==> config.mk <==
export PLATFORM = sky130hd
export DESIGN_NAME = beep_pattern_player
export DESIGN_NICKNAME = d
export VERILOG_FILES = /design/src/bpp_pkg.sv /design/src/beep_pattern_player.sv
export SDC_FILE = /design/constraint.sdc
export NUM_CORES = 1
export LEC_CHECK = 0
export BUFFER_PORTS_ARGS = -buffer_cell sky130_fd_sc_hd__buf_2
export CORE_MARGIN = 2
export CORE_UTILIZATION = 45
export DETAILED_ROUTE_END_ITERATION = 7
export HOLD_SLACK_MARGIN = 0.12
export MAX_ROUTING_LAYER = met4
export PLACE_DENSITY = 0.7
export SYNTH_ARGS = -nofsm -noshare
export SYNTH_HDL_FRONTEND = slang
export SYNTH_SLANG_ARGS = --single-unit
export TNS_END_PERCENT = 50
==> constraint.sdc <==
create_clock -name aclk -period 6.1 [get_ports aclk]
set_input_delay 1.22 -clock aclk [delete_from_list [all_inputs] [get_ports aclk]]
set_output_delay 1.22 -clock aclk [all_outputs]
set_load 0.005 [all_outputs]
==> src/bpp_pkg.sv <==
// ----------------------------------------------------------------------------
// bpp_pkg: beep pattern player shared types and constants
// Transaction payloads, action and mode codes, and the fixed pattern tables.
// ----------------------------------------------------------------------------
`default_nettype none

package bpp_pkg;

    typedef enum logic {
        ACT_START = 1'b0,
        ACT_PLAY  = 1'b1
    } action_t;

    typedef enum logic [1:0] {
        MODE_IDLE    = 2'd0,
        MODE_SINGLE  = 2'd1,
        MODE_DOUBLE  = 2'd2,
        MODE_WARNING = 2'd3
    } mode_t;

    typedef struct packed {
        action_t     action;
        mode_t       pattern_mode;
        logic [31:0] now_ms;
    } in_item_t;

    typedef struct packed {
        logic ok;
        logic pin_write;
        logic pin_high;
    } out_item_t;

    // All step limits fit in this many bits (largest is 3000 ms)
    localparam int LIMIT_W = 12;

    localparam int SINGLE_N  = 2;
    localparam int DOUBLE_N  = 4;
    localparam int WARNING_N = 12;

    // Step end times (inclusive), ascending
    localparam logic [LIMIT_W-1:0] SINGLE_LIMIT [SINGLE_N] = '{
        12'd1000, 12'd2000
    };
    localparam logic [LIMIT_W-1:0] DOUBLE_LIMIT [DOUBLE_N] = '{
        12'd750, 12'd1500, 12'd2250, 12'd3000
    };
    localparam logic [LIMIT_W-1:0] WARNING_LIMIT [WARNING_N] = '{
        12'd100,  12'd200,  12'd300,  12'd400,  12'd500,  12'd1500,
        12'd1600, 12'd1700, 12'd1800, 12'd1900, 12'd2000, 12'd2100
    };

    // Buzzer level per step, bit i for step i
    localparam logic [SINGLE_N-1:0]  SINGLE_LEVEL  = 2'b01;
    localparam logic [DOUBLE_N-1:0]  DOUBLE_LEVEL  = 4'b0101;
    localparam logic [WARNING_N-1:0] WARNING_LEVEL = 12'b0101_0101_0101;

endpackage

`default_nettype wire

==> src/beep_pattern_player.sv <==
// ----------------------------------------------------------------------------
// beep_pattern_player
// Plays fixed buzzer patterns against a free-running millisecond counter.
// ----------------------------------------------------------------------------
// Each input transaction yields exactly one result transaction. A start
// transaction stores the mode and, for a beeping mode, latches the start time
// and arms the player. A play transaction, when armed with a beeping mode,
// computes the elapsed time modulo 2^TIME_WIDTH and returns the buzzer level
// of the current pattern step; past the last step it drives the pin low and
// disarms. The block is a two-stage pipeline (input register, result register)
// and accepts one transaction per clock while the result register is free or
// m_ready is high; m_valid rises once the transaction moves into the result
// register, and throughput is limited only by m_ready. The elapsed-time
// subtract and the step compares sit in one stage between the two registers.
`default_nettype none

module beep_pattern_player #(
    parameter int TIME_WIDTH = 32
) (
    input  wire logic               aclk,
    input  wire logic               aresetn,

    input  wire logic               s_valid,
    output logic                    s_ready,
    input  wire bpp_pkg::in_item_t  s_data,

    output logic                    m_valid,
    input  wire logic               m_ready,
    output bpp_pkg::out_item_t      m_data
);

    localparam int NOW_W = (TIME_WIDTH > 32) ? TIME_WIDTH : 32;
    localparam int HI_W  = TIME_WIDTH - bpp_pkg::LIMIT_W;

    // Input stage
    logic               in_valid_reg, in_valid_next;
    bpp_pkg::in_item_t  in_data_reg;

    // Result stage
    logic               out_valid_reg, out_valid_next;
    bpp_pkg::out_item_t out_data_reg, out_data_next;

    // Player state
    logic [TIME_WIDTH-1:0] start_time_reg, start_time_next;
    bpp_pkg::mode_t        stored_mode_reg, stored_mode_next;
    logic                  armed_reg, armed_next;

    logic                  advance;
    logic [NOW_W-1:0]      now_ext;
    logic [TIME_WIDTH-1:0] now_t;
    logic [TIME_WIDTH-1:0] elapsed;
    logic                  elapsed_small;
    logic [bpp_pkg::LIMIT_W-1:0] elapsed_lo;

    logic [bpp_pkg::SINGLE_N-1:0]  single_le;
    logic [bpp_pkg::DOUBLE_N-1:0]  double_le;
    logic [bpp_pkg::WARNING_N-1:0] warning_le;
    logic single_lvl, double_lvl, warning_lvl;
    logic step_hit, step_lvl;

    assign advance = in_valid_reg && (!out_valid_reg || m_ready);
    assign s_ready = !in_valid_reg || advance;
    assign m_valid = out_valid_reg;
    assign m_data  = out_data_reg;

    assign in_valid_next  = s_ready ? s_valid : in_valid_reg;
    assign out_valid_next = advance ? 1'b1 : (m_ready ? 1'b0 : out_valid_reg);

    // Elapsed time, wrapping at TIME_WIDTH bits
    assign now_ext       = NOW_W'(in_data_reg.now_ms);
    assign now_t         = now_ext[TIME_WIDTH-1:0];
    assign elapsed       = now_t - start_time_reg;
    assign elapsed_lo    = elapsed[bpp_pkg::LIMIT_W-1:0];
    assign elapsed_small = (elapsed[TIME_WIDTH-1 -: HI_W] == '0);

    // Independent step compares, then pick the first step not yet exceeded
    always_comb begin
        for (int i = 0; i < bpp_pkg::SINGLE_N; i++) begin
            single_le[i] = elapsed_small && (elapsed_lo <= bpp_pkg::SINGLE_LIMIT[i]);
        end
        for (int i = 0; i < bpp_pkg::DOUBLE_N; i++) begin
            double_le[i] = elapsed_small && (elapsed_lo <= bpp_pkg::DOUBLE_LIMIT[i]);
        end
        for (int i = 0; i < bpp_pkg::WARNING_N; i++) begin
            warning_le[i] = elapsed_small && (elapsed_lo <= bpp_pkg::WARNING_LIMIT[i]);
        end

        single_lvl = 1'b0;
        for (int i = bpp_pkg::SINGLE_N - 1; i >= 0; i--) begin
            if (single_le[i]) single_lvl = bpp_pkg::SINGLE_LEVEL[i];
        end
        double_lvl = 1'b0;
        for (int i = bpp_pkg::DOUBLE_N - 1; i >= 0; i--) begin
            if (double_le[i]) double_lvl = bpp_pkg::DOUBLE_LEVEL[i];
        end
        warning_lvl = 1'b0;
        for (int i = bpp_pkg::WARNING_N - 1; i >= 0; i--) begin
            if (warning_le[i]) warning_lvl = bpp_pkg::WARNING_LEVEL[i];
        end
    end

    always_comb begin
        case (stored_mode_reg)
            bpp_pkg::MODE_SINGLE: begin
                step_hit = |single_le;
                step_lvl = single_lvl;
            end
            bpp_pkg::MODE_DOUBLE: begin
                step_hit = |double_le;
                step_lvl = double_lvl;
            end
            bpp_pkg::MODE_WARNING: begin
                step_hit = |warning_le;
                step_lvl = warning_lvl;
            end
            default: begin
                step_hit = 1'b0;
                step_lvl = 1'b0;
            end
        endcase
    end

    always_comb begin
        start_time_next  = start_time_reg;
        stored_mode_next = stored_mode_reg;
        armed_next       = armed_reg;
        out_data_next    = out_data_reg;

        if (advance) begin
            out_data_next = '0;
            case (in_data_reg.action)
                bpp_pkg::ACT_START: begin
                    stored_mode_next = in_data_reg.pattern_mode;
                    if (in_data_reg.pattern_mode != bpp_pkg::MODE_IDLE) begin
                        start_time_next  = now_t;
                        armed_next       = 1'b1;
                        out_data_next.ok = 1'b1;
                    end
                end
                bpp_pkg::ACT_PLAY: begin
                    if (armed_reg && stored_mode_reg != bpp_pkg::MODE_IDLE) begin
                        out_data_next.pin_write = 1'b1;
                        out_data_next.ok        = step_hit;
                        out_data_next.pin_high  = step_hit && step_lvl;
                        if (!step_hit) armed_next = 1'b0;
                    end
                end
                default: begin
                    out_data_next = '0;
                end
            endcase
        end
    end

    always_ff @(posedge aclk) begin
        if (!aresetn) begin
            in_valid_reg    <= 1'b0;
            out_valid_reg   <= 1'b0;
            start_time_reg  <= '0;
            stored_mode_reg <= bpp_pkg::MODE_IDLE;
            armed_reg       <= 1'b0;
        end else begin
            in_valid_reg    <= in_valid_next;
            out_valid_reg   <= out_valid_next;
            start_time_reg  <= start_time_next;
            stored_mode_reg <= stored_mode_next;
            armed_reg       <= armed_next;
        end
    end

    always_ff @(posedge aclk) begin
        if (s_ready) in_data_reg <= s_data;
        out_data_reg <= out_data_next;
    end

    // Input stage only back-pressures when it holds a transaction
    assert property (@(posedge aclk) disable iff (!aresetn)
        !s_ready |-> in_valid_reg)
        else $error("input stage stalled while empty");

    // A beeping start arms the player with the requested mode
    assert property (@(posedge aclk) disable iff (!aresetn)
        advance && in_data_reg.action == bpp_pkg::ACT_START
            && in_data_reg.pattern_mode != bpp_pkg::MODE_IDLE
        |=> armed_reg && stored_mode_reg == $past(in_data_reg.pattern_mode))
        else $error("start did not arm the player");

    // Playing past the last step disarms
    assert property (@(posedge aclk) disable iff (!aresetn)
        advance && out_data_next.pin_write && !out_data_next.ok |=> !armed_reg)
        else $error("player still armed after pattern end");

    // Buzzer is never reported high without a pin write
    assert property (@(posedge aclk) disable iff (!aresetn)
        m_valid |-> (!m_data.pin_high || m_data.pin_write))
        else $error("pin_high set without pin_write");

    // A result loaded into the output stage means the input stage advanced
    assert property (@(posedge aclk) disable iff (!aresetn)
        $rose(out_valid_reg) |-> $past(in_valid_reg))
        else $error("result produced without an input transaction");

endmodule

`default_nettype wire
* Word level (Yosys, flattened, before mapping)
Index checks and enable logic that the tools add are counted.
** Word-level totals
- Register bits :: 75
- Output and inout bits :: 5
- Logic and storage cells :: 95
** Operators by class
- $add $sub $neg :: 1
- Magnitude comparators :: 16
- Eq/ne operators :: 6
- Mux-type cells :: 26
- Bitwise logic cells :: 1
- Reduce and logical (&&, ||, !) cells :: 34
** Operators by type and width (count)
- 12-bit by 11-bit <= comparator with 1-bit output, second input constant :: 6
- 12-bit <= comparator, second input constant :: 3
- 12-bit by 9-bit <= comparator with 1-bit output, second input constant :: 3
- 32-bit subtractor :: 1
- 12-bit by 10-bit <= comparator with 1-bit output, second input constant :: 2
- 1-bit 2-to-1 mux :: 21
- 20-bit logical NOT :: 1
- 1-bit logical AND :: 19
- 12-bit by 7-bit <= comparator with 1-bit output, second input constant :: 1
- 12-bit by 8-bit <= comparator with 1-bit output, second input constant :: 1
- 12-bit OR reduction :: 1
- 1-bit one-hot mux with 3 select lines :: 2
- 2-bit nonzero test :: 3
- 2-bit equality test, second input constant :: 2
- 2-bit != test, second input constant :: 2
- 1-bit one-hot mux with 2 select lines :: 2
- 2-bit AND reduction :: 2
- 4-bit AND reduction :: 1
- 4-bit OR reduction :: 1
- 3-bit 2-to-1 mux :: 1
- 3-bit AND reduction :: 1
- 2-bit by 1-bit equality test with 1-bit output, second input constant :: 1
- 1-bit logical NOT :: 2
- 1-bit logical OR :: 2
- other kinds (3) :: 3

* Logic depth before layout (Yosys ltp)
Gate-level depths: netlist of run 1.
- Depth after elaboration :: 18
- Mapped depth :: 14
- Gate-level depth less buffers :: 13

* Worst setup path after synthesis of run 1
Ideal clock, no wire load.
- Kind :: input -> output
- Start :: input m_ready
- End :: output s_ready
- Data arrival time :: 2069 ps
- Required time :: 4880 ps
- Slack :: 2811 ps
- Stages on the path :: 2
- Buffers on the path :: 0
- Cell sequence :: nor2b_1 -> nand2_1
** Between the ends
- Longest elaborated chain between the ends :: 3
** RTL lines
- start, declared :: RTL line beep_pattern_player.sv:28 : input wire logic m_ready,
- 1-bit logical OR :: RTL line beep_pattern_player.sv:61 : assign advance = in_valid_reg && (!out_valid_reg || m_ready);
- 1-bit logical AND :: RTL line beep_pattern_player.sv:61
- 1-bit logical OR :: RTL line beep_pattern_player.sv:62 : assign s_ready = !in_valid_reg || advance;
- end, declared :: RTL line beep_pattern_player.sv:24 : output logic s_ready,
No other way between the ends.

* Worst setup path in the final report of run 1
- Start :: register in_data_reg (netlist bit now_ext[0])
- End :: register out_data_reg (netlist bit m_data[0]), data pin
** Between the ends
- Longest elaborated chain between the ends :: 16
- Elaborated cells on any way between the ends :: 55
** RTL lines
- start, declared :: RTL line beep_pattern_player.sv:37 : bpp_pkg::in_item_t in_data_reg;
- start signal, assigned :: RTL line beep_pattern_player.sv:172 : if (s_ready) in_data_reg <= s_data;
- 32-bit subtractor * :: RTL line beep_pattern_player.sv:72 : assign elapsed = now_t - start_time_reg;
- 12-bit by 11-bit <= comparator with 1-bit output or 20-bit logical NOT (tied branches) :: RTL line beep_pattern_player.sv:79, beep_pattern_player.sv:85, beep_pattern_player.sv:74
- 1-bit logical AND :: RTL line beep_pattern_player.sv:79, beep_pattern_player.sv:85
- 1-bit 2-to-1 mux (11 in a row) :: RTL line beep_pattern_player.sv:98 : if (warning_le[i]) warning_lvl = bpp_pkg::WARNING_LEVEL[i];
- 1-bit one-hot mux with 3 select lines :: RTL line beep_pattern_player.sv:103 : case (stored_mode_reg)
- 1-bit logical AND * :: RTL line beep_pattern_player.sv:144 : out_data_next.pin_high = step_hit && step_lvl;
- end signal, assigned :: RTL line beep_pattern_player.sv:173 : out_data_reg <= out_data_next;
- end, declared :: RTL line beep_pattern_player.sv:41 : bpp_pkg::out_item_t out_data_reg, out_data_next;
Every way passes the cells marked *; elsewhere a longest branch is shown, timed or not.
A chain may end at the register's enable or synchronous reset.

==> results of run 1 <==
## layout by cell type (no fill, tap or decap), types with 16 or more instances in the layout
master and count:
o21ai_0 27, xor2_1 22, edfxtp_1 38, ha_1 31, nand2_1 110, buf_2 43
nor2_1 32, inv_1 39, dfxtp_1 37, nand4_1 16, a21oi_1 39, a21boi_0 36
## worst max-delay path, stage by stage (launching register included)
cell	delay, ns
edfxtp_1	0.35
inv_1	0.05
ha_1	0.21
fa_1	0.40
nand2b_1	0.19
a211oi_2	0.31
o21ai_1	0.15
a21oi_1	0.34
nand3_1	0.12
a2111o_1	0.41
nor4_1	0.29
o2111ai_1	0.27
a311oi_2	0.31
## per-stage QoR
| stage | utilization | power, W | cell area, um^2 | hold WS [ns] | setup WS [ns] |
|---|---|---|---|---|---|
| 3_3_place_gp | 0.488 | 0.000881 | 5290 | 0.451 | 2.62 |
| 3_5_place_dp | 0.488 | 0.000887 | 5290 | 0.459 | 2.56 |
| 6_report | 0.504 | 0.00122 | 5460 | 0.465 | 2.52 |
| 2_1_floorplan | - | 0.000810 | 5010 | 0.443 | 2.81 |
| 4_1_cts | 0.504 | 0.00123 | 5460 | 0.470 | 2.53 |
| 5_1_grt | 0.504 | 0.00129 | 5460 | 0.485 | 2.19 |
## per-layer routing
layer / vias up / routed length (um) / global-route usage
li1: 2172 / - / -
met1: 2017 / 5400 / 0.267
met2: 112 / 5350 / 0.345
met3: 25 / 515 / 0.0439
met4: 0 / 318 / 0.0958
met5: - / 0 / -
## power groups by stage
stage	registers, W	logic, W	clock network (W)
floorplan	0.000573	0.000237	0
global placement	0.000576	0.000305	0
detailed placement	0.000577	0.000310	0
CTS	0.000565	0.000312	0.000352
global route	0.000568	0.000352	0.000367
finish	0.000565	0.000315	0.000338
## area by class of cell
cell class / instances / area [um^2]
multi-input combinational: 450 / 2860
fill: 1034 / 5380
clock inverter: 6 / 42.5
clock buffer: 10 / 128
timing repair buffer: 45 / 230
sequential: 75 / 1880
tap: 140 / 175
inverter: 39 / 146
## cell families (layout without fill, tap and decap cells)
group	count (synthesis)	after routing	synth area share
AOI/OAI and AO/OA	179	179	0.249
xor gates and xnor gates	32	32	0.0559
adders and majority gates	32	32	0.0814
DFF	75	75	0.376
and+or+nand+nor	207	207	0.183
buffers and inverters	71	100	0.0547
## worst paths after layout
path,slack [ns],start,cells past startpoint,endpoint
max reg2reg,2.52,now_ext[0]$_DFFE_PP_,12,m_data[0]$_SDFFCE_PN0P_
min reg2reg,0.46,start_time_reg[13]$_SDFFE_PN0P_,2,start_time_reg[13]$_SDFFE_PN0P_
min,0.46,start_time_reg[13]$_SDFFE_PN0P_,2,start_time_reg[13]$_SDFFE_PN0P_
max,2.52,now_ext[0]$_DFFE_PP_,12,m_data[0]$_SDFFCE_PN0P_
==> run_results.csv, run 1 <==
group,metric,value,unit
global_routing,grt_pass1_vias,4151,
yosys,synth_most_common_cell,"nand2_1",
power,seqPwrFrac,0.464,
power,swShare,0.330,
placement,dp.cells,749,
placement,dp_hpwl,8640,um
timing,finalCritPeriodShare,0.587,
power,power_frac_clock,0.277,
global_routing,grt_overflow_total,0,
critical_path,endpoint_kind,"register",
clocking,postCtsSetupRepairBufs,0,
run,maxCapViolCount,0,
power,p_per_area,223,nW/um^2
drt,num_vias,4326,
clocking,clock_latency,0.37,ns
clocking,clk_path_buf_depth,2,
min_path,min-delay-path-class,"register to register",
drt,vias_per_cell,5.65,
yosys,netlist.area_leader.share,0.228,
drt,detail-route-antenna-nets,0,
yosys,netlist_area,5010,um^2
placement,io_buffers,43,
drt,post_drt_wl_per_cell,15.1,um
power,p_leak,1.97,nW
global_routing,grt_pass1_wl,19500,um
yosys,synth_async_sr_flop_share,0,
critical_path,critical_path_class,"register to register",
global_routing,grt_antenna_before_repair,0,
yosys,ys.flop_type,"edfxtp_1",
global_routing,track_usage,0.217,
power,peakVddDrop,0.179,mV
yosys,synthDistinctLibCells,63,
timing,rsz0062_at_grt,"no",
timing,setup_viol,0,
clocking,cts_tree,"built",
clocking,cts_root_buffer,"clkbuf_8",
clocking,ctsHoldBuffers,0,
die,ios,44,
drt,totalWireLength,11600,um
die,start_util,0.462,
timing,finalClockSkew,0.00681,ns
power,switching_power,0.000402,W
critical_path,crit_required,6.29,ns
clocking,path_clk_slew,0.08,ns
die,core,10800,um^2
die,die-area,12000,um^2
clocking,cts_resized,0,
timing,worst_pin_slew,0.664,ns
placement,gp_congestion,0.989,
die,num_rows,38,
drt,remaining_drc_errors,0,
cells_and_area,drive_gt1_frac,0.122,
cells_and_area,n_antenna_cell,0,
die,die_x,110,um
drt,drt_pass1_iterations,5,
yosys,synth_edf_count,38,
cells_and_area,layoutNonFillerInstCount,765,
timing,slew_viol_final,0,
power,comb_power_share,0.259,
timing,hold_viol,0,
global_routing,grt_max_degree,38,
yosys,ys_seq_area_frac,0.376,
yosys,synth_commonest_cells,"nand2_1, a21oi_1, inv_1",
yosys,yosysWarningCount,0,
clocking,numCtsBuffers,9,
timing,fmax,279,MHz
timing,tns,0,ns
critical_path,crit_fanout,4,
timing,relSlewSlack,0.557,
drt,initialDrtViolationCount,260,
yosys,netlist_instances,596,
yosys,syn_nets,667,
status,status,"finished, final reports clean",
yosys,synth_area_per_cell,8.41,um^2
yosys,synth_seq_cells,75,
yosys,synth_top_cells_by_area,"edfxtp_1, dfxtp_1, nand2_1",
timing,fin_crit,3.58,ns
critical_path,cp.arrival,3.77,ns
cells_and_area,area_growth_syn_to_layout,8.99,%
clocking,htreeDepth,3,
clocking,cts.sinks,75,
cells_and_area,layout.nets,691,
yosys,synth_top_area_cell,"edfxtp_1",
power,internal_power,0.000816,W
die,die_h,110,um
critical_path,critPathLaunchType,"register",
(Power assumes the default switching activity.)
==> run 2, diff against run 1 <==
==> constraint.sdc (replaced) <==
create_clock -name aclk -period 3.65 [get_ports aclk]
set_input_delay 0.73 -clock aclk [delete_from_list [all_inputs] [get_ports aclk]]
set_output_delay 0.73 -clock aclk [all_outputs]
set_load 0.005 [all_outputs]
==> run 2 against run 1 <==
Sequential share of layout area is 1.0 points lower. Combinational power is 74% higher. Critical endpoint unchanged. Cell area up 3.0%. Largest cell class unchanged. Final cell count up 1.6%. Total power is 75% higher. Register-to-register slack worse by 2.3 ns. Global-route usage fell by 0.48 points. Sequential cell count unchanged. Non-clock buffer count increased by 12. Fmax is 4.1% higher.
==> run_results.csv, run 2 (synthesis results as in run 1) <==
group,metric,value,unit
min_path,min-delay-path-class,"register to register",
cells_and_area,fill_cells,1011,
clocking,clk_path_buf_depth,2,
placement,place_ws,0.0495,ns
placement,gp_congestion,0.904,
global_routing,grt_pass1_wl,19100,um
drt,drt_pass1_iterations,7,
timing,slew_viol_final,0,
critical_path,rrSetupSlack,0.21,ns
timing,finalClockSkew,0.00790,ns
power,p_leak,2.05,nW
die,ios,44,
timing,fmax,291,MHz
clocking,clock_latency,0.36,ns
timing,worst_pin_slew,0.639,ns
drt,detail-route-antenna-nets,0,
critical_path,crit_fanout,4,
global_routing,grt_max_degree,38,
drt,remaining_drc_errors,0,
critical_path,endpoint_kind,"register",
status,status,"finished, final reports clean",
timing,relSlewSlack,0.574,
die,core,10800,um^2
clocking,ctsHoldBuffers,0,
clocking,numCtsBuffers,9,
placement,dp_hpwl,8590,um
critical_path,cp.arrival,3.63,ns
timing,worst_slack,0.211,ns
cells_and_area,area_growth_syn_to_layout,12.2,%
cells_and_area,fin_util,0.519,
cells_and_area,layout.nets,703,
drt,post_drt_wl_per_cell,14.5,um
clocking,cts_root_buffer,"clkbuf_8",
clocking,path_clk_slew,0.08,ns
cells_and_area,mostFrequentLayoutCell,"nand2_1",
die,die-area,12000,um^2
timing,hold_viol,0,
drt,initialDrtViolationCount,303,
cells_and_area,mostFrequentLayoutCells,"nand2_1, buf_2, inv_1",
cells_and_area,drive_gt1_frac,0.146,
power,peakVddDrop,0.318,mV
clocking,cts_tree,"built",
global_routing,track_usage,0.212,
timing,finalCritPeriodShare,0.942,
critical_path,critical_path_class,"register to register",
power,p_per_area,378,nW/um^2
global_routing,grt_pass1_vias,4051,
clocking,cts.sinks,75,
die,start_util,0.462,
placement,io_buffers,43,
timing,setup_viol,0,
drt,num_vias,4303,
global_routing,grt_overflow_total,0,
timing,fin_crit,3.44,ns
die,num_rows,38,
die,die_x,110,um
clocking,htreeDepth,3,
die,die_h,110,um
drt,totalWireLength,11300,um
critical_path,crit_required,3.84,ns
global_routing,grt_antenna_before_repair,0,
drt,vias_per_cell,5.54,
run,maxCapViolCount,0,
cells_and_area,n_antenna_cell,0,
critical_path,critPathLaunchType,"register",
-- run 2: cell types whose count changed in the layout (fill, tap and decap cells not counted), sizes merged --
cell	previous run	this run
bufinv	0	1
clkinvlp	2	1
clkinv	4	2
buf	45	57
clkbuf	10	12
-- run 2: worst paths after layout --
path                                                      start                               to  depth (start not counted)
worst max-delay path                       now_ext[0]$_DFFE_PP_          m_data[0]$_SDFFCE_PN0P_                         12
worst min-delay path            start_time_reg[13]$_SDFFE_PN0P_  start_time_reg[13]$_SDFFE_PN0P_                          2
worst max register to register             now_ext[0]$_DFFE_PP_          m_data[0]$_SDFFCE_PN0P_                         12
worst min register to register  start_time_reg[13]$_SDFFE_PN0P_  start_time_reg[13]$_SDFFE_PN0P_                          2
-- run 2: report_power, final --
part / internal, W / leakage (nW) / switching, W
Clock: 0.000335 / 0.0966 / 0.000300
Combinational: 0.000211 / 1.25 / 0.000337
Sequential: 0.000923 / 0.700 / 0.0000221
-- run 2: per-stage QoR --
| stage | std cells | setup TNS, ns | cell area (um^2) | hold slack [ns] | power (W) |
|---|---|---|---|---|---|
| detailed placement | 760 | 0 | 5370 | 0.458 | 0.00149 |
| floorplan | 596 | 0 | 5010 | 0.443 | 0.00135 |
| global route | 777 | -0.0614 | 5620 | 0.497 | 0.00225 |
| global placement | 760 | 0 | 5370 | 0.450 | 0.00149 |
| finish | 777 | 0 | 5620 | 0.462 | 0.00213 |
| CTS | 776 | 0 | 5570 | 0.469 | 0.00213 |
-- run 2: critical path, stage by stage, from the launching register on --
cell and delay, ns:
edfxtp_1 0.35, inv_1 0.05, ha_1 0.21, fa_1 0.41, nand2b_1 0.22, a211oi_4 0.30, o21ai_1 0.16, a21oi_2 0.24
nand3_1 0.10, a2111o_1 0.43, nor4_2 0.31, o2111ai_2 0.22, a311oi_2 0.26
-- run 2: cell type report --
type / count / area [um^2] / area share
multi-input combinational: 450 / 2900 / 0.516
sequential: 75 / 1880 / 0.335
timing repair buffer: 57 / 320 / 0.0570
tap: 140 / 175 / 0.0311
inverter: 39 / 146 / 0.0260
clock buffer: 12 / 145 / 0.0258
clock inverter: 4 / 51.3 / 0.00912
-- run 2: per-layer routing --
metal  GRT usage  up-vias  share of wire
met1       0.279     1981           0.47
met2       0.324      110           0.46
met4      0.0678        0          0.015
met5           -        -              0
met3      0.0474       15          0.051
li1            -     2197              -
-- run 2: timing repair --
item	in CTS	in global routing
buffers inserted	0	1
setup endpoints to repair	0	3
gates resized for setup	0	7
==> run 3, diff against run 2 <==
--- a/config.mk
+++ b/config.mk
@@ -7,11 +7,11 @@
 export LEC_CHECK = 0
 export BUFFER_PORTS_ARGS = -buffer_cell sky130_fd_sc_hd__buf_2
 export CORE_MARGIN = 2
-export CORE_UTILIZATION = 45
+export CORE_UTILIZATION = 39
 export DETAILED_ROUTE_END_ITERATION = 7
 export HOLD_SLACK_MARGIN = 0.12
 export MAX_ROUTING_LAYER = met4
-export PLACE_DENSITY = 0.7
+export PLACE_DENSITY = 0.63
 export SYNTH_ARGS = -nofsm -noshare
 export SYNTH_HDL_FRONTEND = slang
 export SYNTH_SLANG_ARGS = --single-unit
==> run 3 against run 2 <==
Clock-buffer cell count down 2. Sequential cell count did not move. Sequential share of layout area fell by 0.44 points. Largest cell class unchanged. Clock power up 30%. Final cell count is 3.7% higher. Die area up 15%. Fmax is 3.8% lower. Worst hold slack worse by 0.0021 ns. Total power rose by 9.0%.
==> run_results.csv, run 3 (synthesis results as in run 1) <==
group,metric,value,unit
status,status,"finished, final reports clean",
timing,slew_viol_final,0,
critical_path,crit_fanout,4,
drt,post_drt_wl_per_cell,14.9,um
clocking,ctsHoldBuffers,0,
placement,dpl-instance-area,5400,um^2
power,internal_power,0.00161,W
timing,finalCritPeriodShare,0.979,
timing,finalClockSkew,0.00457,ns
cells_and_area,seq_area,1880,um^2
die,start_util,0.399,
global_routing,grt_antenna_before_repair,0,
die,die_x,117,um
clocking,htreeDepth,3,
placement,dp_hpwl,9130,um
clocking,path_clk_slew,0.06,ns
die,ios,44,
global_routing,busiest_layer,"met2",
cells_and_area,mostFrequentLayoutCells,"nand2_1, buf_2, inv_1",
die,core,12600,um^2
global_routing,grt_max_degree,38,
drt,totalWireLength,12000,um
critical_path,critical_path_class,"register to register",
timing,setup_viol,0,
critical_path,endpoint_kind,"register",
min_path,holdPathEnd,"start_time_reg[14]$_SDFFE_PN0P_",
cells_and_area,mostFrequentLayoutCell,"nand2_1",
placement,gp_congestion,0.915,
cells_and_area,final_area,5700,um^2
critical_path,rrSetupSlack,0.08,ns
global_routing,grt_overflow_total,0,
cells_and_area,multi_input_area,2880,um^2
drt,vias_per_cell,5.38,
timing,fmax,280,MHz
power,switching_power,0.000711,W
cells_and_area,n_antenna_cell,0,
critical_path,timing.rr.end,"m_data[0]$_SDFFCE_PN0P_",
global_routing,grtUsageMet2,0.289,
global_routing,grt_use_met1,0.240,
die,num_rows,41,
cells_and_area,fill_cells,1259,
drt,initialDrtViolationCount,248,
timing,rsz0062_at_grt,"yes",
global_routing,grt_use_met3,0.0443,
critical_path,cp.arrival,3.74,ns
critical_path,worstRegToRegCells,12,
clocking,numCtsBuffers,9,
timing,fin_crit,3.57,ns
timing,relSlewSlack,0.560,
power,swShare,0.306,
power,peakVddDrop,0.323,mV
drt,drt_pass1_iterations,5,
drt,detail-route-antenna-nets,0,
cells_and_area,drive_gt1_frac,0.142,
placement,io_buffers,43,
clocking,clk_path_buf_depth,2,
die,die-area,13800,um^2
global_routing,grt_pass1_vias,4276,
power,p_leak,2.07,nW
clocking,cts_root_buffer,"clkbuf_16",
timing,worst_pin_slew,0.660,ns
min_path,worstHoldStart,"start_time_reg[14]$_SDFFE_PN0P_",
min_path,hold_path_depth,2,
power,comb_power_share,0.235,
clocking,cts_tree,"built",
critical_path,timing.rr.start,"now_ext[0]$_DFFE_PP_",
clocking,clock_latency,0.34,ns
drt,remaining_drc_errors,0,
run,maxCapViolCount,0,
cells_and_area,area_growth_syn_to_layout,13.7,%
die,die_h,117,um
critical_path,crit_required,3.82,ns
min_path,min-delay-path-class,"register to register",
critical_path,critPathLaunchType,"register",
timing,hold_viol,0,
global_routing,grt_pass1_wl,20400,um
power,p_per_area,407,nW/um^2
critical_path,crit_start,"now_ext[0]$_DFFE_PP_",
global_routing,track_usage,0.189,
cells_and_area,layout.nets,700,
timing,tns,0,ns
clocking,cts.sinks,75,
drt,num_vias,4339,
power,seqPwrFrac,0.408,
power,power_frac_clock,0.356,
run 3: through the flow:
stage	power (W)	instances	setup WS, ns	utilization	hold WS [ns]
after global placement	0.00150	790	0.134	0.430	0.451
after CTS	0.00234	806	0.0299	0.452	0.467
after detailed placement	0.00150	790	0.0638	0.430	0.459
final	0.00232	806	0.0765	0.453	0.460
after floorplan	0.00135	596	0.541	-	0.443
after global routing	0.00246	806	-0.121	0.453	0.488
run 3: repair_timing:
item                                    in CTS  in global routing
gates resized for setup                      0                  4
endpoints found under the setup margin       0                  3
buffers inserted                             0                  0
run 3: per-layer routing:
layer | vias to the layer above | wire (um)
met5 | - | 0
met4 | 0 | 298
met3 | 24 | 604
met2 | 111 | 5400
met1 | 2007 | 5740
li1 | 2197 | -
run 3: power by group through the flow:
| stage | registers [W] | logic [W] | clock network [W] |
|---|---|---|---|
| global route | 0.000951 | 0.000611 | 0.000899 |
| floorplan | 0.000957 | 0.000396 | 0 |
| detailed placement | 0.000964 | 0.000535 | 0 |
| finish | 0.000946 | 0.000546 | 0.000827 |
| CTS | 0.000947 | 0.000537 | 0.000860 |
| global placement | 0.000963 | 0.000532 | 0 |
run 3: layout make-up:
type | count | share of cell area
repair buffers | 54 | 0.0523
flip-flops and latches | 75 | 0.330
multi-input cells | 450 | 0.505
inverters | 39 | 0.0257
well taps | 172 | 0.0378
clock inverters | 6 | 0.00681
clock buffers | 10 | 0.0419
run 3: critical path: stages (launching register included):
cell,delay (ns)
edfxtp_1,0.35
inv_1,0.05
ha_1,0.21
fa_1,0.39
nand2b_1,0.20
a211oi_2,0.32
o21ai_1,0.17
a21oi_2,0.24
nand3_1,0.10
a2111o_1,0.41
nor4_1,0.38
o2111ai_1,0.28
a311oi_2,0.30
run 3: worst max path at each step:
stage	to	slack, ns	cells after the start
2_1_floorplan	m_data[0]$_SDFFCE_PN0P_	0.54	12
3_3_place_gp	m_data[0]$_SDFFCE_PN0P_	0.13	12
3_5_place_dp	m_data[0]$_SDFFCE_PN0P_	0.06	12
4_1_cts	m_data[0]$_SDFFCE_PN0P_	0.03	12
5_1_grt	m_data[0]$_SDFFCE_PN0P_	-0.12	11
6_report	m_data[0]$_SDFFCE_PN0P_	0.08	12
